## src/pct_ram.sv

```systemverilog
module pct_ram #(
    parameter int WIDTH = 8,
    parameter int DEPTH = 16
) (
    input  logic                     clk,
    input  logic                     wr_en,
    input  logic [$clog2(DEPTH)-1:0] wr_addr,
    input  logic [WIDTH-1:0]         wr_data,
    input  logic                     rd_en,
    input  logic [$clog2(DEPTH)-1:0] rd_addr,
    output logic [WIDTH-1:0]         rd_data
);

    logic [WIDTH-1:0] mem [DEPTH];
    logic [WIDTH-1:0] rd_data_reg;

    // read data holds while rd_en is low
    always_ff @(posedge clk)
    begin
        if (wr_en)
        begin
            mem[wr_addr] <= wr_data;
        end
        if (rd_en)
        begin
            rd_data_reg <= mem[rd_addr];
        end
    end

    assign rd_data = rd_data_reg;

endmodule

```

## config.mk

```make
export PLATFORM = sky130hd
export DESIGN_NAME = pct_ram
export DESIGN_NICKNAME = d
export VERILOG_FILES = /design/src/pct_ram.sv
export SDC_FILE = /design/constraint.sdc
export NUM_CORES = 1
export LEC_CHECK = 0
export BUFFER_PORTS_ARGS = -buffer_cell sky130_fd_sc_hd__buf_2
export CORE_MARGIN = 2
export CORE_UTILIZATION = 54
export CTS_CLUSTER_SIZE = 25
export DETAILED_ROUTE_END_ITERATION = 7
export GPL_ROUTABILITY_DRIVEN = 0
export PLACE_DENSITY = 0.72
export SLEW_MARGIN = 20
export SYNTH_ARGS = -nofsm -noshare
export SYNTH_HDL_FRONTEND = slang
export SYNTH_SLANG_ARGS = --single-unit
export TNS_END_PERCENT = 1
```

## constraint.sdc

```tcl
create_clock -name clk -period 1.55 [get_ports clk]
set_clock_uncertainty 0.15 [all_clocks]
set_input_delay 0.0775 -clock clk [delete_from_list [all_inputs] [get_ports clk]]
set_output_delay 0.0775 -clock clk [all_outputs]
set_load 0.01 [all_outputs]
```

==> results.md <==
* Status: finished, violations left
* Failing checks: negative setup slack
* Peak supply drop at 0.000692 V
* RSZ-0062 raised after global routing: yes
* Slew @ Worst Pin at 0.956 ns
* Arrival time worst endpoint at 1.67 ns
* Final net count at 316
* FF-to-FF Start: mem[4][7]
* Critical Path Fanout Max at 1
* Mapped Area at 5230 sq um
* Most used DFF post-synth: edfxtp_1
* Multi-input gate area at 1080 sq um
* Final Hold Vio Count at 0
* Wirelength, routed at 9.57 mm
* Clock slew seen by the registers of the worst setup and hold paths at 0.06 ns
* Clk sinks at 136
* Clk_lat worst skew at 0.51 ns
* Max FFs per register at 128
* Antenna Violating Nets Remaining at 0
* Initial core utilization at 56.0%
* Final min period at 1.57 ns
* Layout area overhead at 20.9%
* # IOs at 27
* Synth Register Bits at 136
* F_max at 0.637 GHz
* Most frequent cell after synthesis: edfxtp_1
* Relative slew slack at 36.0%
* GRT Util Overall at 20.7%
* Vias per cell at 5.70
* Worst hold path endpoint: mem[15][6]
* Syn Inst Count at 229
* Reg-to-Reg End: rd_data[7]
* CTS tree: built
* Share of layout cells above drive strength 1 at 37.3%
* Post-layout instance area at 6320 sq um
* Initial DRT Pass Iterations at 4
* Power Dens Cells at 1320 nW/um^2
* Count of cell types in the netlist at 18
* Hold path start: wr_addr[2]
* Worst setup margin at -0.0190 ns
* Vias in the first global route at 2637
* CP Capture Type: flip-flop
* Total Power at 8.35 mW
* Slew Viols, Final at 0
* Maximum root-to-sink buffer count at 2
* Root Driver: clkbuf_8
* Synth area leader: edfxtp_1
* Die Y at 102 um
* Top post-synthesis cells by area: edfxtp_1, mux4_2, mux4_1, a22oi_1, nor2_1
* Syn_area_per_cell at 22.8 sq um
* Die width at 102 um
* GRT overflow at 0
* Post-synth ARST share at 0%
* Sequential cell area at 4080 sq um
* First-pass GRT wire length at 14.8 mm
* Ys Warns at 0
* Largest net degree at the start of global routing at 19
* Initial antenna violation count at 0
* Post-DP Area at 5640 sq um
* CP Class: flip-flop to flip-flop
* Core area at 9330 sq um
* Post-CTS Setup Repair Bufs at 0
* Max-cap violation count at 0
* Reg2reg path depth at 3
* Hold WC Path Type: input port to flip-flop
* Startpoint types: flip-flop
* Syn Nets at 248
* Placed Instances at 396
* TritonCTS buffer count at 17
* Dpl hpwl at 6.18 mm
* DRC at 0
* EDFF count, synth at 136
* Sequential share of the synthesized area at 78.1%
* Final Cycle Share at 101%
* Routed wire per std cell at 21.9 um
* Critical Path RT at 1.65 ns
* Vias after detailed routing at 2489
* Synth top cells by count: edfxtp_1, mux4_2, a22oi_1
* Cell depth of the worst hold path at 4
* # setup viols final at 3
* Top-area cell type share of the netlist area at 78.1%
* Layout Cells excl Fill at 437
* Lkg Pwr at 2.11 nW
* H-tree Lvls at 4
* Pre-CTS WS at -0.213 ns
* Fill cells at 602
* Flop2flop setup slack at -0.02 ns
* Die area at 10500 sq um
* DRT iter0 DRCs at 195
* N_diodes at 0
* I/O Buffers at 26
* # rows at 35
[worst max path at each step]
stage	from	endpoint	slack (ns)
final	mem[4][7]	rd_data[7]	-0.02
after global placement	rd_addr[0]	rd_data[5]	-0.20
after detailed placement	rd_addr[0]	rd_data[6]	-0.21
after global routing	mem[11][5]	rd_data[5]	-0.06
after floorplan	rd_addr[0]	rd_data[1]	0.04
after CTS	mem[2][6]	rd_data[6]	-0.03
[power by group]
group          switching [mW]  total (mW)  internal (mW)
clock network            1.34        3.75           2.41
logic                   0.231       0.432          0.201
registers              0.0238        4.17           4.15
total                    1.59        8.35           6.76
[metal layers]
layer	up-vias	part of all wire (%)	track usage (%)
li1	1105	-	-
met1	1298	42	29.0
met2	84	52	32.3
met3	2	5.9	5.40
met4	0	0.42	7.18
met5	-	0	0
[per-stage QoR]
step,TNS (ns),hold WS [ns],util [%]
2_1_floorplan,0,0.0264,-
3_3_place_gp,-1.33,0.297,60.5
3_5_place_dp,-1.47,0.293,60.5
4_1_cts,-0.0940,0.0416,67.9
5_1_grt,-0.207,0.0819,67.8
6_report,-0.0456,0.0592,67.8
[worst max-delay path: stages, from the launching register on]
cell and delay [ns]:
edfxtp_1 0.38, mux4_2 0.50, a22oi_2 0.21, nand2_1 0.07
[cell families after synthesis]
group,after synthesis,synth area share [%]
AO/OA/AOI/OAI,16,2.30
multiplexers,32,14.8
flip-flops,136,78.1
buffers and inverters,10,1.65
AND/OR/NAND/NOR,35,3.14
[layout by cell type, fill, tap and decap left out]
| cell | Yosys | final |
|---|---|---|
| clkinvlp_4 | 0 | 3 |
| nor2b_1 | 1 | 1 |
| nor3_2 | 0 | 1 |
| nand3_1 | 1 | 1 |
| clkbuf_16 | 0 | 16 |
| buf_12 | 0 | 3 |
| mux4_1 | 14 | 3 |
| nand3b_1 | 2 | 2 |
| nand2_1 | 9 | 9 |
| clkbuf_8 | 0 | 1 |
| nor3_1 | 4 | 3 |
| a22oi_2 | 0 | 11 |
| and2b_1 | 1 | 1 |
| a22oi_1 | 16 | 5 |
| nand2b_1 | 2 | 2 |
| clkbuf_1 | 0 | 3 |
| mux4_2 | 18 | 29 |
| dlygate4sd3_1 | 0 | 11 |
| or3b_2 | 1 | 1 |
| bufinv_16 | 0 | 3 |
| and2_1 | 1 | 1 |
| nor2_1 | 13 | 13 |
| buf_4 | 1 | 19 |
| buf_2 | 3 | 26 |
| clkinv_2 | 0 | 2 |
| clkinv_1 | 0 | 2 |
| edfxtp_1 | 136 | 136 |
[final cells by class]
| cell class | count | share of cell area [%] |
|---|---|---|
| clock buffer | 20 | 6.73 |
| tap | 129 | 2.55 |
| sequential | 136 | 64.6 |
| timing repair buffer | 59 | 7.01 |
| multi-input combinational | 83 | 17.0 |
| clock inverter | 10 | 2.06 |
[what timing repair did]
action                                 4_1_cts  5_1_grt
resized for setup                           19        3
pin swaps                                    8        8
hold buffers                                11        0
endpoints found under the hold margin      168        0
setup endpoints to repair                    8        8
Note: power is estimated with default switching activity, not from simulation.
